## src/ipd_pkg.sv

```systemverilog
`default_nettype none
package ipd_pkg;

	localparam int unsigned NUM_SOURCES = 5;
	localparam int unsigned SRC_IDX_W = 3;
	localparam logic [NUM_SOURCES-1:0] SOURCE_MASK = 5'h1F;
	localparam logic [6:0] VECTOR_BASE = 7'h40;
	localparam logic [2:0] DISPATCH_CYCLES = 3'd5;
	localparam logic [15:0] PUSH_BYTES = 16'd2;

	typedef enum logic [1:0] {
		REQ_BOUNDARY  = 2'd0,
		REQ_WR_FLAG   = 2'd1,
		REQ_WR_ENABLE = 2'd2
	} req_kind_t;

	typedef struct packed {
		logic [1:0]  req_type;
		logic [7:0]  write_value;
		logic [4:0]  new_requests;
		logic [15:0] current_pc;
		logic [15:0] current_sp;
		logic        did_enable;
		logic        did_disable;
		logic        did_halt;
	} item_t;

	typedef struct packed {
		logic        dispatched;
		logic [6:0]  vector_address;
		logic [15:0] push_address;
		logic [15:0] push_value;
		logic [2:0]  extra_cycles;
		logic        is_halted;
		logic        master_enable;
		logic [7:0]  flag_readback;
		logic [7:0]  enable_readback;
	} result_t;

	// Vectors sit eight bytes apart, starting at 0x40.
	function automatic logic [6:0] vector_of(input logic [SRC_IDX_W-1:0] idx);
		return VECTOR_BASE + {1'b0, idx, 3'b000};
	endfunction

endpackage
`default_nettype wire

```

## src/ipd_stream_if.sv

```systemverilog
`default_nettype none
interface ipd_stream_if #(
	parameter type T = logic
);
	logic valid;
	logic ready;
	T     data;

	modport source (output valid, output data, input ready);
	modport sink (input valid, input data, output ready);
endinterface
`default_nettype wire

```

## src/ipd_eval.sv

```systemverilog
`default_nettype none
module ipd_eval (
	input  wire logic           clk,
	input  wire logic           arst_n,
	input  wire logic           fire,
	input  wire ipd_pkg::item_t item,
	output ipd_pkg::result_t    res
);
	import ipd_pkg::*;

	logic [7:0] flag_q;
	logic [7:0] enable_q;
	logic       ime_q;
	logic       ime_delayed_q;
	logic       halt_q;

	logic [7:0] flag_d;
	logic [7:0] enable_d;
	logic       ime_d;
	logic       ime_delayed_d;
	logic       halt_d;

	logic [7:0]             flag_merged;
	logic                   ime_a;
	logic                   delayed_a;
	logic                   ime_b;
	logic                   halt_a;
	logic [NUM_SOURCES-1:0] pending;
	logic [SRC_IDX_W-1:0]   idx;
	logic                   take;

	always_comb begin
		flag_merged = flag_q | {3'b000, item.new_requests};
		ime_a       = item.did_disable ? 1'b0 : ime_q;
		delayed_a   = (item.did_disable ? 1'b0 : ime_delayed_q) | item.did_enable;
		halt_a      = halt_q | item.did_halt;
		// promote a pending enable
		ime_b       = ime_a | delayed_a;
		pending     = flag_merged[NUM_SOURCES-1:0] & enable_q[NUM_SOURCES-1:0] & SOURCE_MASK;
		take        = (pending != '0) && ime_b;

		// lowest-numbered request wins
		idx = SRC_IDX_W'(NUM_SOURCES - 1);
		for (int i = NUM_SOURCES - 2; i >= 0; i--) begin
			if (pending[i]) begin
				idx = SRC_IDX_W'(i);
			end
		end
	end

	always_comb begin
		flag_d        = flag_q;
		enable_d      = enable_q;
		ime_d         = ime_q;
		ime_delayed_d = ime_delayed_q;
		halt_d        = halt_q;

		res                 = '0;

		unique case (req_kind_t'(item.req_type))
			REQ_WR_FLAG: begin
				flag_d = item.write_value;
			end
			REQ_WR_ENABLE: begin
				enable_d = item.write_value;
			end
			REQ_BOUNDARY: begin
				flag_d        = flag_merged;
				ime_d         = ime_b;
				ime_delayed_d = 1'b0;
				halt_d        = (pending != '0) ? 1'b0 : halt_a;
				if (take) begin
					flag_d[idx]        = 1'b0;
					ime_d              = 1'b0;
					res.dispatched     = 1'b1;
					res.vector_address = vector_of(idx);
					res.push_address   = item.current_sp - PUSH_BYTES;
					res.push_value     = item.current_pc;
					res.extra_cycles   = DISPATCH_CYCLES;
				end
			end
			default: begin
			end
		endcase

		res.is_halted       = halt_d;
		res.master_enable   = ime_d;
		res.flag_readback   = flag_d;
		res.enable_readback = enable_d;
	end

	always_ff @(posedge clk or negedge arst_n) begin
		if (!arst_n) begin
			flag_q        <= '0;
			enable_q      <= '0;
			ime_q         <= 1'b0;
			ime_delayed_q <= 1'b0;
			halt_q        <= 1'b0;
		end else if (fire) begin
			flag_q        <= flag_d;
			enable_q      <= enable_d;
			ime_q         <= ime_d;
			ime_delayed_q <= ime_delayed_d;
			halt_q        <= halt_d;
		end
	end

endmodule
`default_nettype wire

```

## src/interrupt_priority_dispatch_top.sv

```systemverilog
`default_nettype none
// Interrupt controller: each item (register write or instruction boundary) yields
// exactly one result. An item is captured in an input register, evaluated against
// the flag/enable/master-enable/halt state combinationally and lands in a result
// register. One item per cycle is sustained while results are accepted. The result
// register decouples the two sides, so a stalled result only blocks intake once
// both registers are full.
module interrupt_priority_dispatch_top (
	input wire logic     clk,
	input wire logic     arst_n,
	ipd_stream_if.sink   item,
	ipd_stream_if.source result
);
	import ipd_pkg::*;

	logic    valid_s1;
	item_t   item_s1;
	logic    res_valid_q;
	result_t res_q;
	result_t res_next;
	logic    advance;
	logic    fire;

	assign advance    = !res_valid_q || result.ready;
	assign fire       = valid_s1 && advance;
	assign item.ready = !valid_s1 || advance;

	ipd_eval u_eval (
		.clk    (clk),
		.arst_n (arst_n),
		.fire   (fire),
		.item   (item_s1),
		.res    (res_next)
	);

	always_ff @(posedge clk or negedge arst_n) begin
		if (!arst_n) begin
			valid_s1    <= 1'b0;
			res_valid_q <= 1'b0;
		end else begin
			if (item.ready) begin
				valid_s1 <= item.valid;
			end
			if (advance) begin
				res_valid_q <= valid_s1;
			end
		end
	end

	// payload registers: hold while stalled
	always_ff @(posedge clk) begin
		if (item.valid && item.ready) begin
			item_s1 <= item.data;
		end
		if (fire) begin
			res_q <= res_next;
		end
	end

	assign result.valid = res_valid_q;
	assign result.data  = res_q;

endmodule
`default_nettype wire

```

## src/flat_wrapper.sv

```systemverilog
// flat-port wrapper written by rule: the top's interface ports become plain ports
module interrupt_priority_dispatch_top_flat import ipd_pkg::*;
  (clk, arst_n, item_valid, item_data, item_ready, result_valid, result_data, result_ready);
  ipd_stream_if #(.T(item_t)) item_i ();
  ipd_stream_if #(.T(result_t)) result_i ();
  input wire logic clk;
  input wire logic arst_n;
  input wire logic [$bits(item_i.valid)-1:0] item_valid;
  input wire logic [$bits(item_i.data)-1:0] item_data;
  output wire logic [$bits(item_i.ready)-1:0] item_ready;
  output wire logic [$bits(result_i.valid)-1:0] result_valid;
  output wire logic [$bits(result_i.data)-1:0] result_data;
  input wire logic [$bits(result_i.ready)-1:0] result_ready;
  assign item_i.valid = item_valid;
  assign item_i.data = item_data;
  assign item_ready = item_i.ready;
  assign result_valid = result_i.valid;
  assign result_data = result_i.data;
  assign result_i.ready = result_ready;
  interrupt_priority_dispatch_top u_core (.clk(clk), .arst_n(arst_n), .item(item_i), .result(result_i));
endmodule
```

## config.mk

```make
export PLATFORM = sky130hd
export DESIGN_NAME = interrupt_priority_dispatch_top_flat
export DESIGN_NICKNAME = d
export VERILOG_FILES = /design/src/ipd_pkg.sv /design/src/ipd_stream_if.sv /design/src/ipd_eval.sv /design/src/interrupt_priority_dispatch_top.sv /design/src/flat_wrapper.sv
export SDC_FILE = /design/constraint.sdc
export NUM_CORES = 1
export LEC_CHECK = 0
export BUFFER_PORTS_ARGS = -buffer_cell sky130_fd_sc_hd__buf_2
export CAP_MARGIN = 25
export CORE_MARGIN = 3
export CORE_UTILIZATION = 43
export DETAILED_ROUTE_END_ITERATION = 8
export GPL_TIMING_DRIVEN = 1
export PLACE_DENSITY = 0.66
export SLEW_MARGIN = 25
export SYNTH_ARGS = -nofsm -noshare
export SYNTH_HDL_FRONTEND = slang
export SYNTH_SLANG_ARGS = --single-unit
export TNS_END_PERCENT = 50
```

## constraint.sdc

```tcl
create_clock -name clk -period 4.3 [get_ports clk]
set_clock_uncertainty 0.2 [all_clocks]
set_input_delay 0.645 -clock clk [delete_from_list [all_inputs] [get_ports clk]]
set_output_delay 0.645 -clock clk [all_outputs]
set_load 0.03 [all_outputs]
```

==> impl_metrics.yaml, run 1 <==
clock_tree:
  clock_tree.root_cell: "clkbuf_16"
  cts_tree: "yes"
  cts_max_level: 4
  cts_buffers: 17
  cts.reportedPaths.clkPinSlew_ps: 50
  clock_sink_count: 125
  clock_latency_ps: 410
  clk_path_buf_depth: 2
  post_cts.resized_instances: 0
floorplan:
  floorplan.initialDensity_pct: 44.6
  floorplan.io_pins: 117
  std_cell_rows: 38
  die_w_microns: 113
  placeableCoreArea_sq_um: 11000
  die_height_microns: 113
  die_area_sq_um: 12700
yosys:
  synth_simple_gate_area_share_pct: 12.4
  dominant_combinational_cell_family_by_area_after_synthesis: "simple AND/OR/NAND/NOR gates"
  syn-instance-count: 332
  synth_edf_count: 105
  synth-adder-area-share_pct: 0.255
  synth_seq_cells: 125
  syn_avg_cell_area_sq_um: 14.8
  postSynth.topFlopCell: "edfxtp_1"
  share_of_synthesized_flip_flops_with_an_asynchronous_set_or_reset_pct: 16.0
  syn_area_sq_um: 4900
  yosysWarnings: 0
  multiplexer_share_of_the_synthesized_area_pct: 2.76
  share_of_synthesized_area_occupied_by_flip_flops_and_latches_pct: 74.6
  synth_cell_types: 44
  xor_xnor_share_of_the_synthesized_area_pct: 1.97
  synth-compound-area-share_pct: 5.26
power:
  cellLeakagePower_uw: 0.00249
  sw_frac_of_total_pct: 25.3
  power_per_cell_area_nw_per_um2: 560
  peak_ir_drop_on_the_vdd_network_v: 0.000251
  p_int_uw: 2580
  power.sequential.fraction_pct: 45.1
  p_sw_uw: 875
  clockPowerShare_pct: 41.7
  share_comb_of_total_power_pct: 13.2
worst_hold_path:
  hold_class: "primary input to register"
finish:
  fill_cells: 871
  area_growth_syn_to_layout_pct: 26.0
  n_antenna_cell: 0
  layout_common_cells: "buf_2 (112), edfxtp_1 (105), nand2_1 (46), nor2_1 (20), dfrtp_1 (20)"
  drive_gt1_share_pct: 36.1
  nNetsFinal: 506
  final_common_cell: "buf_2"
route:
  wire_per_inst_microns: 15.9
  drt_first_iter_violations: 179
  vias_per_cell: 4.93
  detail_route.wirelength_microns: 9570
  route.detailed.drc: 0
  drtPass1Iterations: 4
  vias: 2970
  antenna_violating_nets_post_route: 0
worst_setup_path:
  cp-start-kind: "register"
  worst-endpoint-arrival_ps: 2550
  path_cells: "o21ai_1 > and4_1 > a211o_1 > inv_2 > and3_1"
  worst-setup-path-type: "register to register"
  worst-endpoint-required_ps: 4260
  worst-r2r-setup-slack_ps: 1710
  timing.critical_path.slowest_stage_cell: "a211o_1"
  worst-path-max-fanout: 20
  largest_delay_contributor_family_on_the_critical_path: "compound AO/OA/AOI/OAI gates"
  critPathBufInv: 1
  worst_path_largest_cell_delay_ps: 560
  crit_path_end_kind: "register"
placement:
  finalWeightedCongestion: 0.794
  placement.io_buffers: 112
  place_hpwl_microns: 6630
global_routing:
  groute.usage.overall_pct: 16.0
  antenna_found_initial: 0
  grt_pass1_wl_microns: 15300
  globalRoute.totalOverflow: 0
  grt_pass1_vias: 2953
  pin_count_of_the_biggest_net_entering_global_routing: 51
timing:
  period_share_pct: 60.2
  worst_slew_pin_slew_ps: 817
  fmax_mhz: 387
  final_hold_viol_count: 0
  unrepaired_setup_endpoints_after_global_routing: "false"
  period_minus_slack_ps: 2590
  setup_tns_ps: 0
  final-max-slew-violation-count: 0
  final_layout_worst_hold_slack_ps: 209
  relSlewSlack_pct: 45.1
  finalSetupViolations: 0
job:
  count_of_maximum_capacitance_violations: 0
outcome:
  outcome: "finished clean"
final timing paths:
path / cells past startpoint / start / to
max reg2reg: 5 / u_core.item_s1[37] / u_core.result.data[56]
min in group asynchronous: 2 / arst_n / u_core.result.valid
max: 5 / u_core.item_s1[37] / u_core.result.data[56]
min: 1 / item_data[4] / u_core.item_s1[4]
min reg2reg: 2 / u_core.u_eval.flag_q[7] / u_core.u_eval.flag_q[7]
max in group asynchronous: 2 / arst_n / u_core.u_eval.enable_q[7]
cells in the mapped netlist (2+ instances only):
cell type,n,area (sq um)
o221ai_1,4,35.0
clkbuf_1,5,18.8
edfxtp_1,105,3150
mux2_2,12,135
a21oi_1,5,25.0
nor2b_1,3,18.8
o21ai_1,4,20.0
or4_1,3,22.5
nor2_2,3,18.8
nor2_1,20,75.1
and2_1,19,119
o31ai_1,4,30.0
o211ai_1,4,30.0
a31oi_1,5,31.3
buf_2,6,30.0
nor3_2,2,20.0
xnor2_1,11,96.3
buf_4,7,52.6
nor4_2,2,25.0
o21ai_0,9,45.0
inv_1,7,26.3
nand2_1,46,173
dfrtp_1,20,500
nand2b_1,5,31.3
nor3_1,2,10.0
routing by layer:
metal	vias to the layer above	routed length [microns]	track usage [%]	share of wire, %
li1	1442	-	-	-
met1	1408	4220	21.2	44
met2	101	4530	23.5	47
met3	19	574	5.45	6.0
met4	0	246	8.17	2.6
met5	-	0	0	0
registers in the layout, summed over array words and instances (netlist names):
name / flops
u_core.item_s1: 50
u_core.result.data: 55
u_core.result.valid: 1
u_core.u_eval.enable_q: 8
u_core.u_eval.flag_q: 8
u_core.u_eval.halt_q: 1
u_core.u_eval.ime_q: 1
u_core.valid_s1: 1
final cells by class:
| class | count | area, sq um | area share (%) |
|---|---|---|---|
| flip-flops and latches | 125 | 3650 | 59.2 |
| multi-input cells | 183 | 1120 | 18.2 |
| repair buffers | 115 | 586 | 9.48 |
| clock buffers | 17 | 425 | 6.89 |
| clock inverters | 14 | 176 | 2.86 |
| well taps | 140 | 175 | 2.84 |
| inverters | 9 | 33.8 | 0.547 |
cells by family after synthesis:
| logic type | after synthesis |
|---|---|
| other | 1 |
| XOR/XNOR | 11 |
| buffers and inverters | 27 |
| flip-flops | 125 |
| AND/OR/NAND/NOR | 115 |
| multiplexers | 12 |
| adder cells (fa/ha/maj) | 1 |
| AO/OA/AOI/OAI | 40 |
worst reg2reg max path, delay by kind of cell, from the launching register on:
family / cells / cell delay, ps
and+or+nand+nor: 2 / 590
AOI/OAI and AO/OA: 2 / 890
buffers and inverters: 1 / 280
DFF: 1 / 390
power by group through the flow:
stage | clock, uW | sequential [uW] | combinational [uW]
3_5_place_dp | 0 | 1580 | 458
3_3_place_gp | 0 | 1580 | 444
5_1_grt | 1540 | 1570 | 498
2_1_floorplan | 0 | 1680 | 213
6_report | 1440 | 1560 | 456
4_1_cts | 1470 | 1560 | 461
what timing repair did:
item / CTS / global route
endpoints found under the hold margin: 8 / 0
buffers inserted: 0 / 0
hold buffers: 1 / 0
per-stage QoR:
stage / util (%) / setup WS (ps) / area (sq um) / cells / power (uW)
2_1_floorplan: - / 970 / 4910 / 335 / 1890
3_3_place_gp: 50.6 / 1530 / 5560 / 571 / 2020
3_5_place_dp: 50.6 / 1470 / 5560 / 571 / 2040
4_1_cts: 56.2 / 1700 / 6170 / 603 / 3490
5_1_grt: 56.2 / 1520 / 6170 / 603 / 3610
6_report: 56.2 / 1710 / 6170 / 603 / 3460
(Power assumes the default switching activity.)
==> run 2, diff against run 1 <==
--- a/config.mk
+++ b/config.mk
@@ -11,7 +11,7 @@
 export CORE_UTILIZATION = 43
 export DETAILED_ROUTE_END_ITERATION = 8
 export GPL_TIMING_DRIVEN = 1
-export PLACE_DENSITY = 0.66
+export PLACE_DENSITY = 0.69
 export SLEW_MARGIN = 25
 export SYNTH_ARGS = -nofsm -noshare
 export SYNTH_HDL_FRONTEND = slang
==> constraint.sdc (replaced) <==
create_clock -name clk -period 2.2 [get_ports clk]
set_clock_uncertainty 0.2 [all_clocks]
set_input_delay 0.33 -clock clk [delete_from_list [all_inputs] [get_ports clk]]
set_output_delay 0.33 -clock clk [all_outputs]
set_load 0.03 [all_outputs]
==> run 2 against run 1 <==
Via count rose by 9.5%. Non-clock buffer count grew 65. Die area is the same. Final cell count grew 11%. Sequential power is 94% higher. Sequential share of layout area is 5.7 points lower. Maximum frequency rose by 22%. Combinational power increased by 120%. Flip-flop and latch count unchanged. Critical path depth grew 1.
==> impl_metrics.yaml, run 2 (synthesized netlist as in run 1, its figures left out) <==
outcome:
  outcome: "finished clean"
floorplan:
  std_cell_rows: 38
  placeableCoreArea_sq_um: 11000
  die_height_microns: 113
  floorplan.initialDensity_pct: 44.6
  die_area_sq_um: 12700
  floorplan.io_pins: 117
  die_w_microns: 113
worst_setup_path:
  worst-endpoint-arrival_ps: 2080
  largest_delay_contributor_family_on_the_critical_path: "simple AND/OR/NAND/NOR gates"
  worst-path-max-fanout: 6
  crit_path_end_kind: "register"
  worst-setup-path-type: "register to register"
  worst-endpoint-required_ps: 2160
  timing.critical_path.slowest_stage_cell: "or4b_4"
  critPathBufInv: 1
  worst_path_largest_cell_delay_ps: 550
  cp-start-kind: "register"
  path_cells: "inv_1 > ha_2 > or4b_4 > nor3_2 > xnor2_1 > nor2_1"
global_routing:
  groute.usage.overall_pct: 17.3
  grt_pass1_wl_microns: 16800
  pin_count_of_the_biggest_net_entering_global_routing: 51
  grt_pass1_vias: 3361
  antenna_found_initial: 0
  globalRoute.totalOverflow: 0
power:
  p_sw_uw: 1760
  peak_ir_drop_on_the_vdd_network_v: 0.000510
  cellLeakagePower_uw: 0.00278
  power.sequential.fraction_pct: 44.5
  clockPowerShare_pct: 40.6
  power_per_cell_area_nw_per_um2: 999
  sw_frac_of_total_pct: 25.7
  share_comb_of_total_power_pct: 15.0
  p_int_uw: 5060
route:
  drtPass1Iterations: 4
  detail_route.wirelength_microns: 10300
  route.detailed.drc: 0
  wire_per_inst_microns: 15.5
  vias_per_cell: 4.86
  vias: 3251
  antenna_violating_nets_post_route: 0
  drt_first_iter_violations: 193
placement:
  place_hpwl_microns: 6490
  post_dp_cell_area_sq_um: 5680
  dpl.cell_count: 584
  finalWeightedCongestion: 0.823
  placement.io_buffers: 112
finish:
  fill_cells: 806
  postLayoutCellArea_sq_um: 6830
  n_antenna_cell: 0
  area_growth_syn_to_layout_pct: 39.4
  multiInputGateArea_sq_um: 1150
  nNetsFinal: 571
  seq_area_sq_um: 3650
  layout_common_cells: "buf_2 (112), edfxtp_1 (105), dlygate4sd3_1 (53), nand2_1 (46)"
  final_common_cell: "buf_2"
  final_cell_count_no_fill: 669
  number_of_flip_flops_under_the_largest_register_name: 55
  drive_gt1_share_pct: 35.2
timing:
  final_hold_viol_count: 0
  fmax_mhz: 472
  unrepaired_setup_endpoints_after_global_routing: "false"
  final-max-slew-violation-count: 0
  worst_slew_pin_slew_ps: 519
  finalSetupViolations: 0
  period_minus_slack_ps: 2120
  relSlewSlack_pct: 64.5
  period_share_pct: 96.3
clock_tree:
  clk_path_buf_depth: 2
  clock_sink_count: 125
  cts.reportedPaths.clkPinSlew_ps: 50
  cts_buffers: 17
  clock_tree.root_cell: "clkbuf_16"
  cts.repair_timing.setup_buffer_count: 0
  cts_max_level: 4
  clock_latency_ps: 410
  cts_tree: "yes"
job:
  count_of_maximum_capacitance_violations: 0
worst_hold_path:
  hold_class: "primary input to asynchronous set/reset pin"
-- run 2: final timing paths --
check	cells past startpoint	to	slack, ps	startpoint
worst max-delay path	6	u_core.result.data[48]	80	u_core.item_s1[5]
worst min-delay path	2	u_core.valid_s1	220	arst_n
worst max register to register	6	u_core.result.data[48]	80	u_core.item_s1[5]
worst min register to register	2	u_core.u_eval.flag_q[7]	270	u_core.u_eval.flag_q[7]
max in group asynchronous	2	u_core.u_eval.flag_q[6]	1240	arst_n
min in group clk	2	u_core.u_eval.flag_q[7]	270	u_core.u_eval.flag_q[7]
-- run 2: final cells by class --
cell class / instances / area share, %
Timing Repair Buffer: 180 / 18.0
Tap cell: 140 / 2.57
Multi-Input combinational cell: 183 / 16.8
Clock buffer: 19 / 6.49
Clock inverter: 13 / 2.16
Inverter: 9 / 0.495
Sequential cell: 125 / 53.5
-- run 2: layer usage --
metal | wire length (microns) | track usage, %
met2 | 5090 | 28.2
met3 | 631 | 4.92
met4 | 175 | 6.49
met5 | 0 | 0
met1 | 4440 | 22.2
-- run 2: power by group through the flow --
stage          clock network (uW)  logic (uW)  registers [uW]
3_5_place_dp                    0         944            3070
5_1_grt                      2940        1110            3060
2_1_floorplan                   0         418            3270
6_report                     2770        1020            3030
4_1_cts                      2810        1020            3030
3_3_place_gp                    0         919            3060
-- run 2: metrics by stage --
| step | setup TNS (ps) | hold WS [ps] | setup slack [ps] | total power, uW | utilization, % |
|---|---|---|---|---|---|
| after floorplan | -3610 | -166 | -72.3 | 3690 | - |
| after global placement | -19.5 | 110 | -19.5 | 3980 | 51.8 |
| after detailed placement | -123 | 115 | -95.2 | 4010 | 51.8 |
| after CTS | 0 | 217 | 11.8 | 6860 | 62.0 |
| after global routing | 0 | 246 | 18.5 | 7110 | 62.2 |
| final | 0 | 217 | 81.5 | 6820 | 62.2 |
-- run 2: what timing repair did --
action                                  in CTS  in global routing
pin swaps                                    0                  2
hold buffers                                53                  0
endpoints found under the setup margin       4                  4
resized for setup                            1                  4
gates cloned                                 0                  0
hold endpoints to repair                    72                  0
==> run 3, diff against run 2 <==
--- a/config.mk
+++ b/config.mk
@@ -11,7 +11,7 @@
 export CORE_UTILIZATION = 43
 export DETAILED_ROUTE_END_ITERATION = 8
 export GPL_TIMING_DRIVEN = 1
-export PLACE_DENSITY = 0.69
+export PLACE_DENSITY = 0.81
 export SLEW_MARGIN = 25
 export SYNTH_ARGS = -nofsm -noshare
 export SYNTH_HDL_FRONTEND = slang
==> run 3 against run 2 <==
Flip-flop and latch count did not move. Non-clock buffer count fell by 1. Via count rose by 1.9%. Final cell count fell by 0.15%. Register-to-register slack barely moved. Global-route usage rose by 0.23 points. Clock power barely moved. Largest power group unchanged. Highest routed layer unchanged.
==> impl_metrics.yaml, run 3 (synthesized netlist as in run 1, its figures left out) <==
outcome:
  outcome: "finished clean"
finish:
  area_growth_syn_to_layout_pct: 39.0
  number_of_flip_flops_under_the_largest_register_name: 55
  seq_area_sq_um: 3650
  nNetsFinal: 570
  fill_cells: 804
  final_cell_count_no_fill: 668
  layout_common_cells: "buf_2 (112), edfxtp_1 (105), dlygate4sd3_1 (53), nand2_1 (46)"
  drive_gt1_share_pct: 34.1
  postLayoutCellArea_sq_um: 6810
  final_common_cell: "buf_2"
  n_antenna_cell: 0
  multiInputGateArea_sq_um: 1130
clock_tree:
  cts_buffers: 17
  cts_tree: "yes"
  clock_sink_count: 125
  cts.repair_timing.setup_buffer_count: 0
  clock_tree.root_cell: "clkbuf_16"
  cts.reportedPaths.clkPinSlew_ps: 50
  cts_max_level: 4
  clock_latency_ps: 410
  clk_path_buf_depth: 2
route:
  antenna_violating_nets_post_route: 0
  vias_per_cell: 4.96
  drt_first_iter_violations: 163
  detail_route.wirelength_microns: 10700
  wire_per_inst_microns: 16.0
  vias: 3314
  drtPass1Iterations: 4
  route.detailed.drc: 0
timing:
  relSlewSlack_pct: 65.6
  unrepaired_setup_endpoints_after_global_routing: "false"
  final-max-slew-violation-count: 0
  period_minus_slack_ps: 2110
  fmax_mhz: 474
  finalSetupViolations: 0
  period_share_pct: 96.0
  worst_slew_pin_slew_ps: 504
  final_hold_viol_count: 0
worst_hold_path:
  hold_class: "primary input to asynchronous set/reset pin"
global_routing:
  grt_pass1_vias: 3543
  groute.usage.overall_pct: 17.5
  globalRoute.totalOverflow: 0
  antenna_found_initial: 0
  grt_pass1_wl_microns: 16900
  pin_count_of_the_biggest_net_entering_global_routing: 38
worst_setup_path:
  worst-endpoint-required_ps: 2150
  critical_path.startpoint: "u_core.item_s1[5]"
  worstRegToRegCells: 6
  cp-start-kind: "register"
  largest_delay_contributor_family_on_the_critical_path: "simple AND/OR/NAND/NOR gates"
  cp_num_cells: 6
  critPathBufInv: 1
  worst_r2r_endpoint: "u_core.result.data[46]"
  worst-path-max-fanout: 6
  worst-setup-path-type: "register to register"
  timing.critical_path.slowest_stage_cell: "or4b_4"
  r2r-start: "u_core.item_s1[5]"
  worst-r2r-setup-slack_ps: 90
  worst-endpoint-arrival_ps: 2060
  crit_path_end_kind: "register"
  path_cells: "inv_1 > ha_1 > or4b_4 > nor4_2 > xnor2_1 > nor2_1"
  critical_path.endpoint: "u_core.result.data[46]"
  worst_path_largest_cell_delay_ps: 550
placement:
  finalWeightedCongestion: 0.864
  dpl.cell_count: 583
  place_hpwl_microns: 6960
  placement.io_buffers: 112
  post_dp_cell_area_sq_um: 5660
power:
  cellLeakagePower_uw: 0.00278
  peak_ir_drop_on_the_vdd_network_v: 0.000447
  fin_total_pwr_uw: 6850
  power_per_cell_area_nw_per_um2: 1010
floorplan:
  std_cell_rows: 38
  die_height_microns: 113
  die_area_sq_um: 12700
  die_w_microns: 113
  placeableCoreArea_sq_um: 11000
  floorplan.io_pins: 117
  floorplan.initialDensity_pct: 44.6
job:
  count_of_maximum_capacitance_violations: 0
run 3: power breakdown:
part           internal [uW]  total (uW)  switching, uW
combinational            368        1010            642
clock                   1890        2800            915
sequential              2900        3030            139
total                   5150        6850           1700
run 3: worst min-delay path by stage:
| stage | startpoint | end | depth (start not counted) |
|---|---|---|---|
| global placement | arst_n | u_core.u_eval.enable_q[2] | 1 |
| detailed placement | arst_n | u_core.u_eval.enable_q[2] | 1 |
| global route | arst_n | u_core.u_eval.enable_q[2] | 2 |
| floorplan | arst_n | u_core.result.valid | 0 |
| finish | arst_n | u_core.u_eval.enable_q[2] | 2 |
| CTS | arst_n | u_core.u_eval.enable_q[2] | 2 |
run 3: repair_timing:
action / in CTS / in global routing
setup endpoints to repair: 1 / 4
hold buffers: 53 / 0
pin swaps: 0 / 1
resized for setup: 1 / 2
hold endpoints to repair: 72 / 0
run 3: routing by layer:
layer | share of wire (%) | GRT usage, % | vias up
met5 | 0 | 0 | -
met4 | 3.4 | 10.3 | 0
met3 | 6.1 | 4.76 | 30
met2 | 50 | 28.9 | 128
met1 | 41 | 20.7 | 1592
li1 | - | - | 1564
run 3: worst register-to-register path, cell delays in order, from the launching register on:
cell and delay, ps:
edfxtp_1 420, inv_1 80, ha_1 170, or4b_4 550, nor4_2 220, xnor2_1 170, nor2_1 60
run 3: final cells by class:
class	count	area share (%)
clock inverters	8	1.65
well taps	140	2.57
clock buffers	24	7.22
inverters	9	0.496
repair buffers	179	17.7
flip-flops and latches	125	53.6
multi-input cells	183	16.7
run 3: through the flow:
stage               util, %  setup WS (ps)  hold slack (ps)  TNS (ps)
floorplan                 -          -72.3             -166     -3610
global placement       51.6           30.6              110         0
detailed placement     51.6          -42.5              122     -42.5
CTS                    61.9           34.8              227         0
global route           62.0           24.5              277         0
finish                 62.0           89.0              232         0
